==> config.mk <==
export PLATFORM = sky130hd
export DESIGN_NAME = motor_feedback_frame_decoder_core
export DESIGN_NICKNAME = d
export VERILOG_FILES = /design/src/hw/rtl/mfd_pkg.sv /design/src/hw/rtl/motor_feedback_frame_decoder_core.sv /design/src/hw/rtl/mfd_queue.sv /design/src/hw/rtl/mfd_front.sv /design/src/hw/rtl/mfd_scale.sv /design/src/hw/rtl/mfd_back.sv
export SDC_FILE = /design/constraint.sdc
export NUM_CORES = 2
export LEC_CHECK = 0
export ABC_AREA = 1
export BUFFER_PORTS_ARGS = -buffer_cell sky130_fd_sc_hd__buf_2
export CAP_MARGIN = 10
export CORE_UTILIZATION = 45
export CTS_BUF_LIST = sky130_fd_sc_hd__clkbuf_2 sky130_fd_sc_hd__clkbuf_4 sky130_fd_sc_hd__clkbuf_8
export DETAILED_ROUTE_END_ITERATION = 8
export HOLD_SLACK_MARGIN = 0.12
export PLACE_DENSITY = 0.57
export SYNTH_ARGS = -nofsm -noshare
export SYNTH_HDL_FRONTEND = slang
export SYNTH_SLANG_ARGS = --single-unit
==> constraint.sdc <==
create_clock -name clock -period 8.5 [get_ports clock]
set_input_delay 2.125 -clock clock [delete_from_list [all_inputs] [get_ports clock]]
set_output_delay 2.125 -clock clock [all_outputs]
set_load 0.02 [all_outputs]
==> src/hw/rtl/mfd_pkg.sv <==
`default_nettype none

package mfd_pkg;

   localparam int unsigned LIMIT_W      = 24;
   localparam int unsigned VALUE_W      = 25;
   localparam int unsigned SID_W        = 11;
   localparam int unsigned CSR_INDEX_W  = 3;
   localparam int unsigned CSR_DATA_W   = 24;
   localparam int unsigned POS_CODE_W   = 16;
   localparam int unsigned AXIS_CODE_W  = 12;
   localparam int unsigned SCALE_LATENCY = 4;

   localparam logic FUNC_FRAME = 1'b0;

   localparam logic [3:0] MIN_LENGTH = 4'd8;

   localparam logic [SID_W-1:0] ID_BASE_0 = 11'h000;
   localparam logic [SID_W-1:0] ID_BASE_1 = 11'h100;
   localparam logic [SID_W-1:0] ID_BASE_2 = 11'h200;
   localparam logic [SID_W-1:0] ID_BASE_3 = 11'h300;

   localparam logic [CSR_INDEX_W-1:0] REG_NODE_ID         = 3'd0;
   localparam logic [CSR_INDEX_W-1:0] REG_MASTER_ID       = 3'd1;
   localparam logic [CSR_INDEX_W-1:0] REG_POSITION_LIMIT  = 3'd2;
   localparam logic [CSR_INDEX_W-1:0] REG_SPEED_LIMIT     = 3'd3;
   localparam logic [CSR_INDEX_W-1:0] REG_TORQUE_LIMIT    = 3'd4;
   localparam logic [CSR_INDEX_W-1:0] REG_OFFLINE_TIMEOUT = 3'd5;

   localparam logic [7:0]         RESET_NODE_ID         = 8'd1;
   localparam logic [SID_W-1:0]   RESET_MASTER_ID       = 11'd0;
   localparam logic [LIMIT_W-1:0] RESET_POSITION_LIMIT  = 24'd209715;
   localparam logic [LIMIT_W-1:0] RESET_SPEED_LIMIT     = 24'd2949120;
   localparam logic [LIMIT_W-1:0] RESET_TORQUE_LIMIT    = 24'd1179648;
   localparam logic [15:0]        RESET_OFFLINE_TIMEOUT = 16'd100;

   typedef struct packed {
      logic [7:0]         node_id;
      logic [SID_W-1:0]   master_id;
      logic [LIMIT_W-1:0] position_limit;
      logic [LIMIT_W-1:0] speed_limit;
      logic [LIMIT_W-1:0] torque_limit;
      logic [15:0]        offline_timeout;
   } cfg_type;

   typedef struct packed {
      logic        func;
      logic        frame_extended;
      logic [3:0]  frame_length;
      logic [28:0] frame_ident;
      logic [31:0] payload_high;
      logic [31:0] payload_low;
      logic [31:0] time_ms;
   } req_type;

   typedef struct packed {
      logic                   accepted;
      logic [7:0]             id_fault;
      logic [POS_CODE_W-1:0]  pos_code;
      logic [AXIS_CODE_W-1:0] spd_code;
      logic [AXIS_CODE_W-1:0] trq_code;
      logic [15:0]            temps;
      logic                   online;
   } snap_type;

   typedef struct packed {
      snap_type                  snap;
      logic signed [VALUE_W-1:0] pos_value;
      logic signed [VALUE_W-1:0] spd_value;
      logic signed [VALUE_W-1:0] trq_value;
   } rsp_type;

endpackage

`default_nettype wire

==> src/hw/rtl/motor_feedback_frame_decoder_core.sv <==
// channel   direction  handshake                       payload
// req_      in         push / full                     func, frame fields, time_ms
// rsp_      out        empty / pop                     accepted, ids, raw, values, temps, online
// csr_      in         valid / ready (always ready)    index, data
//
// one request per clock sustained while req_full stays low; a result shows at the earliest after
// the front queue, the four-stage constant-reciprocal scaling pipeline and the output queue.
// reset clears the registers to their defaults, the stored feedback and both queues.
// req_full rises when the front queue holds MID_DEPTH requests; the back end stops issuing
// while OUT_DEPTH results are in flight or waiting on rsp_pop.
`default_nettype none

module motor_feedback_frame_decoder_core #(
   parameter int unsigned MID_DEPTH = 4,
   parameter int unsigned OUT_DEPTH = 8
) (
   input  wire logic                                   clock,
   input  wire logic                                   reset,

   input  wire logic                                   req_push,
   output logic                                        req_full,
   input  wire logic                                   req_func,
   input  wire logic                                   req_frame_extended,
   input  wire logic [3:0]                             req_frame_length,
   input  wire logic [28:0]                            req_frame_ident,
   input  wire logic [31:0]                            req_payload_high,
   input  wire logic [31:0]                            req_payload_low,
   input  wire logic [31:0]                            req_time_ms,

   output logic                                        rsp_empty,
   input  wire logic                                   rsp_pop,
   output logic                                        rsp_accepted,
   output logic [3:0]                                  rsp_reported_id,
   output logic [3:0]                                  rsp_fault_code,
   output logic signed [15:0]                          rsp_position_raw,
   output logic signed [11:0]                          rsp_speed_centered,
   output logic signed [11:0]                          rsp_torque_centered,
   output logic signed [24:0]                          rsp_position_value,
   output logic signed [24:0]                          rsp_speed_value,
   output logic signed [24:0]                          rsp_torque_value,
   output logic [7:0]                                  rsp_driver_temp,
   output logic [7:0]                                  rsp_rotor_temp,
   output logic                                        rsp_online,

   input  wire logic                                   csr_valid,
   output logic                                        csr_ready,
   input  wire logic [mfd_pkg::CSR_INDEX_W-1:0]        csr_index,
   input  wire logic [mfd_pkg::CSR_DATA_W-1:0]         csr_data
);

   mfd_pkg::cfg_type  cfg_ff, cfg_in;
   mfd_pkg::req_type  req;
   mfd_pkg::snap_type front_snap;
   mfd_pkg::snap_type mid_data;
   mfd_pkg::rsp_type  rsp_data;
   logic              front_push;
   logic              mid_full;
   logic              mid_empty;
   logic              mid_pop;

   assign csr_ready = 1'b1;

   always_comb begin
      cfg_in = cfg_ff;
      if (csr_valid) begin
         case (csr_index)
            mfd_pkg::REG_NODE_ID: begin
               cfg_in.node_id = csr_data[7:0];
            end
            mfd_pkg::REG_MASTER_ID: begin
               cfg_in.master_id = csr_data[mfd_pkg::SID_W-1:0];
            end
            mfd_pkg::REG_POSITION_LIMIT: begin
               cfg_in.position_limit = csr_data[mfd_pkg::LIMIT_W-1:0];
            end
            mfd_pkg::REG_SPEED_LIMIT: begin
               cfg_in.speed_limit = csr_data[mfd_pkg::LIMIT_W-1:0];
            end
            mfd_pkg::REG_TORQUE_LIMIT: begin
               cfg_in.torque_limit = csr_data[mfd_pkg::LIMIT_W-1:0];
            end
            mfd_pkg::REG_OFFLINE_TIMEOUT: begin
               cfg_in.offline_timeout = csr_data[15:0];
            end
            default: begin
            end
         endcase
      end
   end

   always_ff @(posedge clock) begin
      if (reset) begin
         cfg_ff.node_id         <= mfd_pkg::RESET_NODE_ID;
         cfg_ff.master_id       <= mfd_pkg::RESET_MASTER_ID;
         cfg_ff.position_limit  <= mfd_pkg::RESET_POSITION_LIMIT;
         cfg_ff.speed_limit     <= mfd_pkg::RESET_SPEED_LIMIT;
         cfg_ff.torque_limit    <= mfd_pkg::RESET_TORQUE_LIMIT;
         cfg_ff.offline_timeout <= mfd_pkg::RESET_OFFLINE_TIMEOUT;
      end else begin
         cfg_ff <= cfg_in;
      end
   end

   always_comb begin
      req.func           = req_func;
      req.frame_extended = req_frame_extended;
      req.frame_length   = req_frame_length;
      req.frame_ident    = req_frame_ident;
      req.payload_high   = req_payload_high;
      req.payload_low    = req_payload_low;
      req.time_ms        = req_time_ms;
   end

   mfd_front u_front (
      .clock      (clock),
      .reset      (reset),
      .cfg        (cfg_ff),
      .req_push   (req_push),
      .req        (req),
      .req_full   (req_full),
      .queue_full (mid_full),
      .snap_push  (front_push),
      .snap       (front_snap)
   );

   mfd_queue #(
      .WIDTH ($bits(mfd_pkg::snap_type)),
      .DEPTH (MID_DEPTH)
   ) u_mid_queue (
      .clock    (clock),
      .reset    (reset),
      .push     (front_push),
      .data_in  (front_snap),
      .full     (mid_full),
      .pop      (mid_pop),
      .data_out (mid_data),
      .empty    (mid_empty)
   );

   mfd_back #(.OUT_DEPTH(OUT_DEPTH)) u_back (
      .clock     (clock),
      .reset     (reset),
      .cfg       (cfg_ff),
      .mid_empty (mid_empty),
      .mid_data  (mid_data),
      .mid_pop   (mid_pop),
      .rsp_pop   (rsp_pop),
      .rsp_empty (rsp_empty),
      .rsp_data  (rsp_data)
   );

   // raw codes are shown centered: flipping the top bit subtracts half the range
   assign rsp_accepted        = rsp_data.snap.accepted;
   assign rsp_reported_id     = rsp_data.snap.id_fault[3:0];
   assign rsp_fault_code      = rsp_data.snap.id_fault[7:4];
   assign rsp_position_raw    = signed'({~rsp_data.snap.pos_code[15], rsp_data.snap.pos_code[14:0]});
   assign rsp_speed_centered  = signed'({~rsp_data.snap.spd_code[11], rsp_data.snap.spd_code[10:0]});
   assign rsp_torque_centered = signed'({~rsp_data.snap.trq_code[11], rsp_data.snap.trq_code[10:0]});
   assign rsp_position_value  = rsp_data.pos_value;
   assign rsp_speed_value     = rsp_data.spd_value;
   assign rsp_torque_value    = rsp_data.trq_value;
   assign rsp_driver_temp     = rsp_data.snap.temps[15:8];
   assign rsp_rotor_temp      = rsp_data.snap.temps[7:0];
   assign rsp_online          = rsp_data.snap.online;

endmodule

`default_nettype wire

==> src/hw/rtl/mfd_queue.sv <==
`default_nettype none

module mfd_queue #(
   parameter int unsigned WIDTH = 8,
   parameter int unsigned DEPTH = 4
) (
   input  wire logic             clock,
   input  wire logic             reset,
   input  wire logic             push,
   input  wire logic [WIDTH-1:0] data_in,
   output logic                  full,
   input  wire logic             pop,
   output logic [WIDTH-1:0]      data_out,
   output logic                  empty
);

   localparam int unsigned AW = $clog2(DEPTH);
   localparam int unsigned CW = $clog2(DEPTH + 1);

   logic [WIDTH-1:0] mem_ff [DEPTH];
   logic [AW-1:0]    wr_ptr_ff, wr_ptr_in;
   logic [AW-1:0]    rd_ptr_ff, rd_ptr_in;
   logic [CW-1:0]    count_ff, count_in;
   logic             do_push, do_pop;

   assign full     = (count_ff == CW'(DEPTH));
   assign empty    = (count_ff == '0);
   assign do_push  = push & ~full;
   assign do_pop   = pop & ~empty;
   assign data_out = mem_ff[rd_ptr_ff];

   always_comb begin
      wr_ptr_in = wr_ptr_ff;
      rd_ptr_in = rd_ptr_ff;
      if (do_push) begin
         wr_ptr_in = (wr_ptr_ff == AW'(DEPTH - 1)) ? '0 : wr_ptr_ff + 1'b1;
      end
      if (do_pop) begin
         rd_ptr_in = (rd_ptr_ff == AW'(DEPTH - 1)) ? '0 : rd_ptr_ff + 1'b1;
      end
      count_in = count_ff + CW'(do_push) - CW'(do_pop);
   end

   always_ff @(posedge clock) begin
      if (reset) begin
         wr_ptr_ff <= '0;
         rd_ptr_ff <= '0;
         count_ff  <= '0;
      end else begin
         wr_ptr_ff <= wr_ptr_in;
         rd_ptr_ff <= rd_ptr_in;
         count_ff  <= count_in;
      end
   end

   always_ff @(posedge clock) begin
      if (do_push) begin
         mem_ff[wr_ptr_ff] <= data_in;
      end
   end

endmodule

`default_nettype wire

==> src/hw/rtl/mfd_front.sv <==
`default_nettype none

module mfd_front (
   input  wire logic              clock,
   input  wire logic              reset,
   input  wire mfd_pkg::cfg_type  cfg,
   input  wire logic              req_push,
   input  wire mfd_pkg::req_type  req,
   output logic                   req_full,
   input  wire logic              queue_full,
   output logic                   snap_push,
   output mfd_pkg::snap_type      snap
);

   logic [7:0]                      id_fault_ff, id_fault_in;
   logic [mfd_pkg::POS_CODE_W-1:0]  pos_code_ff, pos_code_in;
   logic [mfd_pkg::AXIS_CODE_W-1:0] spd_code_ff, spd_code_in;
   logic [mfd_pkg::AXIS_CODE_W-1:0] trq_code_ff, trq_code_in;
   logic [15:0]                     temps_ff, temps_in;
   logic [31:0]                     last_rx_ff, last_rx_in;
   logic                            online_ff, online_in;

   logic                            accept;
   logic                            is_frame;
   logic [mfd_pkg::SID_W-1:0]       sid;
   logic [mfd_pkg::SID_W-1:0]       node;
   logic                            id_hit;
   logic                            format_ok;
   logic                            node_ok;
   logic                            take;
   logic [31:0]                     elapsed;
   logic                            expire;

   assign req_full  = queue_full;
   assign accept    = req_push & ~queue_full;
   assign snap_push = accept;

   assign is_frame  = (req.func == mfd_pkg::FUNC_FRAME);
   assign sid       = req.frame_ident[mfd_pkg::SID_W-1:0];
   assign node      = mfd_pkg::SID_W'(cfg.node_id);
   assign id_hit    = (sid == cfg.master_id)
                   || (sid == mfd_pkg::ID_BASE_0 + node)
                   || (sid == mfd_pkg::ID_BASE_1 + node)
                   || (sid == mfd_pkg::ID_BASE_2 + node)
                   || (sid == mfd_pkg::ID_BASE_3 + node);
   assign format_ok = ~req.frame_extended && (req.frame_length >= mfd_pkg::MIN_LENGTH);
   assign node_ok   = (req.payload_high[27:24] == cfg.node_id[3:0]);
   assign take      = is_frame & format_ok & id_hit & node_ok;

   // tick: elapsed time wraps modulo 2^32
   assign elapsed = req.time_ms - last_rx_ff;
   assign expire  = ~is_frame & online_ff & (elapsed > 32'(cfg.offline_timeout));

   always_comb begin
      id_fault_in = id_fault_ff;
      pos_code_in = pos_code_ff;
      spd_code_in = spd_code_ff;
      trq_code_in = trq_code_ff;
      temps_in    = temps_ff;
      last_rx_in  = last_rx_ff;
      online_in   = online_ff;
      if (take) begin
         id_fault_in = req.payload_high[31:24];
         pos_code_in = req.payload_high[23:8];
         spd_code_in = {req.payload_high[7:0], req.payload_low[31:28]};
         trq_code_in = req.payload_low[27:16];
         temps_in    = req.payload_low[15:0];
         last_rx_in  = req.time_ms;
         online_in   = 1'b1;
      end else if (expire) begin
         online_in = 1'b0;
      end
   end

   always_comb begin
      snap.accepted = take;
      snap.id_fault = id_fault_in;
      snap.pos_code = pos_code_in;
      snap.spd_code = spd_code_in;
      snap.trq_code = trq_code_in;
      snap.temps    = temps_in;
      snap.online   = online_in;
   end

   always_ff @(posedge clock) begin
      if (reset) begin
         id_fault_ff <= '0;
         pos_code_ff <= '0;
         spd_code_ff <= '0;
         trq_code_ff <= '0;
         temps_ff    <= '0;
         last_rx_ff  <= '0;
         online_ff   <= 1'b0;
      end else if (accept) begin
         id_fault_ff <= id_fault_in;
         pos_code_ff <= pos_code_in;
         spd_code_ff <= spd_code_in;
         trq_code_ff <= trq_code_in;
         temps_ff    <= temps_in;
         last_rx_ff  <= last_rx_in;
         online_ff   <= online_in;
      end
   end

endmodule

`default_nettype wire

==> src/hw/rtl/mfd_scale.sv <==
`default_nettype none

// value = round(code * 2 * limit / (2^CODE_W - 1)) - limit, four register stages
module mfd_scale #(
   parameter int unsigned CODE_W = 16
) (
   input  wire logic                                clock,
   input  wire logic [CODE_W-1:0]                   code,
   input  wire logic [mfd_pkg::LIMIT_W-1:0]         limit,
   output logic signed [mfd_pkg::VALUE_W-1:0]       value
);

   localparam int unsigned PW = CODE_W + mfd_pkg::LIMIT_W;
   localparam int unsigned MW = PW + 1;
   localparam int unsigned SW = MW + 1;
   localparam int unsigned QW = SW - CODE_W;
   localparam int unsigned RW = CODE_W + 2;
   localparam int unsigned NT = (MW + CODE_W - 1) / CODE_W;
   localparam logic [MW-1:0] HALF   = MW'((2 ** (CODE_W - 1)) - 1);
   localparam logic [RW-1:0] LEVELS = RW'((2 ** CODE_W) - 1);

   logic [PW-1:0]                   p_ff, p_in;
   logic [MW-1:0]                   m_ff, m_in;
   logic [SW-1:0]                   s_ff, s_in;
   logic [RW-1:0]                   rlo_ff;
   logic [QW-1:0]                   q_est;
   logic [RW-1:0]                   rem;
   logic [QW-1:0]                   q;
   logic [mfd_pkg::VALUE_W-1:0]     value_ff, value_in;

   assign p_in = PW'(code) * PW'(limit);
   assign m_in = {p_ff, 1'b0} + HALF;

   // m / 2^n-1 estimated by the series m>>n + m>>2n + ..., low by at most one
   always_comb begin
      s_in = '0;
      for (int k = 0; k < NT; k++) begin
         s_in = s_in + SW'(m_ff >> (k * CODE_W));
      end
   end

   assign q_est    = s_ff[SW-1:CODE_W];
   assign rem      = rlo_ff - {q_est[1:0], {CODE_W{1'b0}}} + q_est[RW-1:0];
   assign q        = q_est + QW'(rem >= LEVELS);
   assign value_in = q[mfd_pkg::VALUE_W-1:0] - mfd_pkg::VALUE_W'(limit);
   assign value    = signed'(value_ff);

   always_ff @(posedge clock) begin
      p_ff     <= p_in;
      m_ff     <= m_in;
      s_ff     <= s_in;
      rlo_ff   <= m_ff[RW-1:0];
      value_ff <= value_in;
   end

endmodule

`default_nettype wire

==> src/hw/rtl/mfd_back.sv <==
`default_nettype none

module mfd_back #(
   parameter int unsigned OUT_DEPTH = 8
) (
   input  wire logic               clock,
   input  wire logic               reset,
   input  wire mfd_pkg::cfg_type   cfg,
   input  wire logic               mid_empty,
   input  wire mfd_pkg::snap_type  mid_data,
   output logic                    mid_pop,
   input  wire logic               rsp_pop,
   output logic                    rsp_empty,
   output mfd_pkg::rsp_type        rsp_data
);

   localparam int unsigned LAT = mfd_pkg::SCALE_LATENCY;
   localparam int unsigned CW  = $clog2(OUT_DEPTH + 1);

   logic [LAT-1:0]              vld_ff, vld_in;
   mfd_pkg::snap_type           snap_ff [LAT];
   logic [CW-1:0]               pending_ff, pending_in;
   logic                        issue;
   logic                        drain;
   logic                        out_full;
   mfd_pkg::rsp_type            done;
   logic signed [mfd_pkg::VALUE_W-1:0] pos_value, spd_value, trq_value;

   // results in flight plus results waiting never exceed the output queue
   assign issue   = ~mid_empty & ~out_full & (pending_ff < CW'(OUT_DEPTH));
   assign mid_pop = issue;
   assign drain   = rsp_pop & ~rsp_empty;

   assign vld_in     = {vld_ff[LAT-2:0], issue};
   assign pending_in = pending_ff + CW'(issue) - CW'(drain);

   always_ff @(posedge clock) begin
      if (reset) begin
         vld_ff     <= '0;
         pending_ff <= '0;
      end else begin
         vld_ff     <= vld_in;
         pending_ff <= pending_in;
      end
   end

   always_ff @(posedge clock) begin
      snap_ff[0] <= mid_data;
      for (int i = 1; i < LAT; i++) begin
         snap_ff[i] <= snap_ff[i-1];
      end
   end

   mfd_scale #(.CODE_W(mfd_pkg::POS_CODE_W)) u_pos_scale (
      .clock (clock),
      .code  (mid_data.pos_code),
      .limit (cfg.position_limit),
      .value (pos_value)
   );

   mfd_scale #(.CODE_W(mfd_pkg::AXIS_CODE_W)) u_spd_scale (
      .clock (clock),
      .code  (mid_data.spd_code),
      .limit (cfg.speed_limit),
      .value (spd_value)
   );

   mfd_scale #(.CODE_W(mfd_pkg::AXIS_CODE_W)) u_trq_scale (
      .clock (clock),
      .code  (mid_data.trq_code),
      .limit (cfg.torque_limit),
      .value (trq_value)
   );

   always_comb begin
      done.snap      = snap_ff[LAT-1];
      done.pos_value = pos_value;
      done.spd_value = spd_value;
      done.trq_value = trq_value;
   end

   mfd_queue #(
      .WIDTH ($bits(mfd_pkg::rsp_type)),
      .DEPTH (OUT_DEPTH)
   ) u_out_queue (
      .clock    (clock),
      .reset    (reset),
      .push     (vld_ff[LAT-1]),
      .data_in  (done),
      .full     (out_full),
      .pop      (rsp_pop),
      .data_out (rsp_data),
      .empty    (rsp_empty)
   );

endmodule

`default_nettype wire

==> impl_metrics.json <==
{
  "syn_inst": 12443,
  "nNetsFinal": 14380,
  "synth.area.mux_share": 0,
  "ant_nets": 0,
  "fillCellCount": 24842,
  "post-dp-hpwl_um": 247000,
  "yosysTopAreaCell": "edfxtp_1",
  "path_class": "reg -> reg",
  "synth-main-ff-cell": "edfxtp_1",
  "overflow": 0,
  "synth_simple_gate_area_frac": 0.131,
  "finalCriticalPeriod_ns": 7.59,
  "pin_count": 307,
  "synth_warnings": 0,
  "fmax_mhz": 132,
  "fp.dieW_um": 526,
  "holdBufCountCts": 0,
  "drt-total-wl_um": 351000,
  "drt_first_pass_iters": 6,
  "hold_violations": 0,
  "synth_top_family_by_area": "adder cells",
  "layout-drive-gt1-share": 0.0904,
  "synth_nets": 14066,
  "clk_path_buf_depth": 4,
  "relSlewSlack": 0.170,
  "busiest_layer": "met2",
  "worstRegToRegCells": 26,
  "die-area_um2": 276000,
  "grt_usage": 0.252,
  "synth_compound_gate_area_share": 0.0895,
  "clkSinkCount": 2307,
  "cts_made_buffers": 383,
  "hold_class": "reg -> reg",
  "finClkSkew_ns": 0.0925,
  "async_reset_ff_frac": 0,
  "synthAdderAreaFrac": 0.196,
  "design.core.area_um2": 272000,
  "die_y_um": 526,
  "whs_endpoint": "u_back.snap_ff[2][15]$_DFF_P_",
  "drc": 0,
  "finalSetupViolations": 0,
  "critPathMaxFanout": 23,
  "yosysMostFrequentCell": "nand2_1",
  "synth_top_cell_area_share": 0.339,
  "use_met1": 0.352,
  "clk_pin_slew_worst_paths_ns": 0.06,
  "routedWlPerCell_um": 21.0,
  "critical_path_arrival_ns": 8.57,
  "gp_congestion": 0.928,
  "via_count": 87848,
  "insertion_delay_ns": 1.09,
  "rsz0062_at_grt": "no",
  "fin_tns_setup_ns": 0,
  "yosysSeqAreaShare": 0.487,
  "r2r_slack_ns": 0.91,
  "r2r_end": "u_back.u_pos_scale.p_ff[33]$_DFF_P_",
  "grt_max_degree": 216,
  "post_cts_buffers": 0,
  "use_met2": 0.394,
  "fin_crit_sh": 0.893,
  "cts-htree-levels": 5,
  "max_cap_viol_count": 0,
  "grt_pass1_vias": 88595,
  "first_iter_violations": 6365,
  "synthToLayoutAreaGrowth_pct": 11.1,
  "synth_area_um2": 123000,
  "avgSynthCellArea_um2": 9.91,
  "min_path_cells": 0,
  "required_ns": 9.49,
  "ys_ff_latch": 2307,
  "antenna_found_initial": 54,
  "grt_pass1_wl_um": 531000,
  "grt_use_met3": 0.0537,
  "min_from": "u_back.snap_ff[1][15]$_DFF_P_",
  "tightest_slew_ns": 1.25,
  "cts_tree": "yes",
  "final_max_slew_viol_count": 0,
  "viasPerCell": 5.27,
  "synth_xor_area_frac": 0.0282,
  "rows": 191,
  "synthTopCellsByArea": "edfxtp_1 (34%), dfxtp_1 (15%), fa_1 (13%)",
  "status": "finished, final reports clean",
  "synth-edff-count": 1392,
  "ctsResizeCount": 0,
  "ys_top_cells_by_count": "nand2_1 (1844), nor2_1 (1798), inv_1 (1657)",
  "yosys.cell_types.count": 69,
  "end_kind": "register",
  "portBuffers": 284,
  "root_buffer": "clkbuf_8",
  "crit_path_start_kind": "register",
  "start_util": 0.454
}
==> metrics by stage <==
step | area (um2) | utilization | cells | hold WS (ns) | setup slack, ns
2_1_floorplan | 123000 | - | 12443 | 0.310 | 1.07
3_3_place_gp | 128000 | 0.473 | 15942 | 0.310 | 1.01
3_5_place_dp | 128000 | 0.473 | 15942 | 0.312 | 1.00
4_1_cts | 137000 | 0.504 | 16662 | 0.297 | 0.910
5_1_grt | 137000 | 0.504 | 16666 | 0.317 | 0.497
6_report | 137000 | 0.504 | 16675 | 0.293 | 0.912
==> worst max path at each step <==
stage,cells after the start,start,slack (ns),to
finish,26,register,0.91,u_back.u_pos_scale.p_ff[33]$_DFF_P_
global route,26,register,0.50,u_back.u_pos_scale.p_ff[33]$_DFF_P_
CTS,26,register,0.91,u_back.u_pos_scale.p_ff[33]$_DFF_P_
detailed placement,26,register,1.00,u_back.u_pos_scale.p_ff[33]$_DFF_P_
global placement,29,register,1.01,u_back.u_pos_scale.p_ff[33]$_DFF_P_
floorplan,7,u_back.u_out_queue.count_ff[2]$_SDFF_PP0_,1.07,u_back.u_out_queue.mem_ff[1][0]$_DFFE_PP_
==> layout make-up <==
class / instances / area [um2] / area share
multi-input combinational: 7972 / 55000 / 0.402
antenna: 13 / 32.5 / 0.000237
inverter: 1682 / 6340 / 0.0463
sequential: 2307 / 60100 / 0.439
timing repair buffer: 411 / 2500 / 0.0183
tap: 3570 / 4470 / 0.0326
clock buffer: 589 / 7190 / 0.0525
clock inverter: 131 / 1270 / 0.00926
==> worst max-delay path, stage by stage (launching register included) <==
cell	delay, ns
dfxtp_2	0.63
inv_2	0.28
nand3_1	0.16
nand2_1	0.15
inv_1	0.77
nand2_1	0.15
fa_1	0.54
inv_1	0.06
fa_1	0.50
inv_1	0.05
fa_1	0.54
inv_1	0.05
fa_1	0.48
fa_1	0.51
inv_1	0.05
fa_1	0.48
inv_1	0.04
ha_1	0.39
nand2_1	0.10
nor2_1	0.13
nand2_1	0.09
nor4_1	0.44
a21oi_1	0.28
o21bai_1	0.26
nand2_1	0.07
nand2_1	0.07
xor2_1	0.14
==> state kept, by name, indices dropped and copies added (netlist names), 16 cells and up, named ones only <==
signal                     count
u_back.u_pos_scale.value      25
u_back.u_pos_scale.p_ff       40
u_back.u_out_queue.mem_ff   1128
u_front.last_rx_ff            32
u_back.snap_ff               264
cfg_ff                       107
u_back.u_trq_scale.value      25
u_back.u_spd_scale.value      25
u_back.u_pos_scale.s_ff       25
u_back.u_trq_scale.s_ff       25
u_back.u_pos_scale.rlo_ff     17
u_back.u_spd_scale.p_ff       36
u_back.u_spd_scale.m_ff       36
u_back.u_trq_scale.p_ff       36
u_back.u_trq_scale.m_ff       36
u_front.pos_code_ff           16
u_mid_queue.mem_ff           264
u_back.u_pos_scale.m_ff       40
u_back.u_spd_scale.s_ff       25
u_front.temps_ff              16
==> kinds of logic (layout without fill, tap and decap cells) <==
family	Yosys count	after routing
compound gates	2031	2031
fa+ha+maj	1460	1460
simple gates	4083	4083
other cells	1	14
flops	2307	2307
buf+inv	2164	2813
xor+xnor	397	397
==> cells in the final DEF, fill, tap and decap left out, drive strengths merged, types with 6 or more instances in the layout <==
cell and n:
o21ai 1008, o21a 20, a211oi 8, diode 13, a21oi 530, nor4 14, a31oi 178, nand3 237
inv 1681, o21bai 18, a21boi 15, xor2 258, dfxtp 915, nor2 1813, clkbuf 589, o31ai 7
clkinvlp 13, nand2 1857, nand3b 6, xnor2 139, nand4 61, nor3 71, a21o 30, or2 10
ha 669, fa 791, o22ai 165, clkinv 101, o211ai 24, bufinv 18, edfxtp 1392, buf 411
==> metal layers <==
layer	part of all wire	vias up	wire [um]
met3	0.076	552	26500
li1	-	41356	-
met2	0.44	2791	155000
met4	0.026	34	9200
met1	0.45	43115	159000
met5	0.00061	-	213
Power is not shown: default switching activity piles up to over one toggle a cycle in this logic, so the estimate is an artifact.
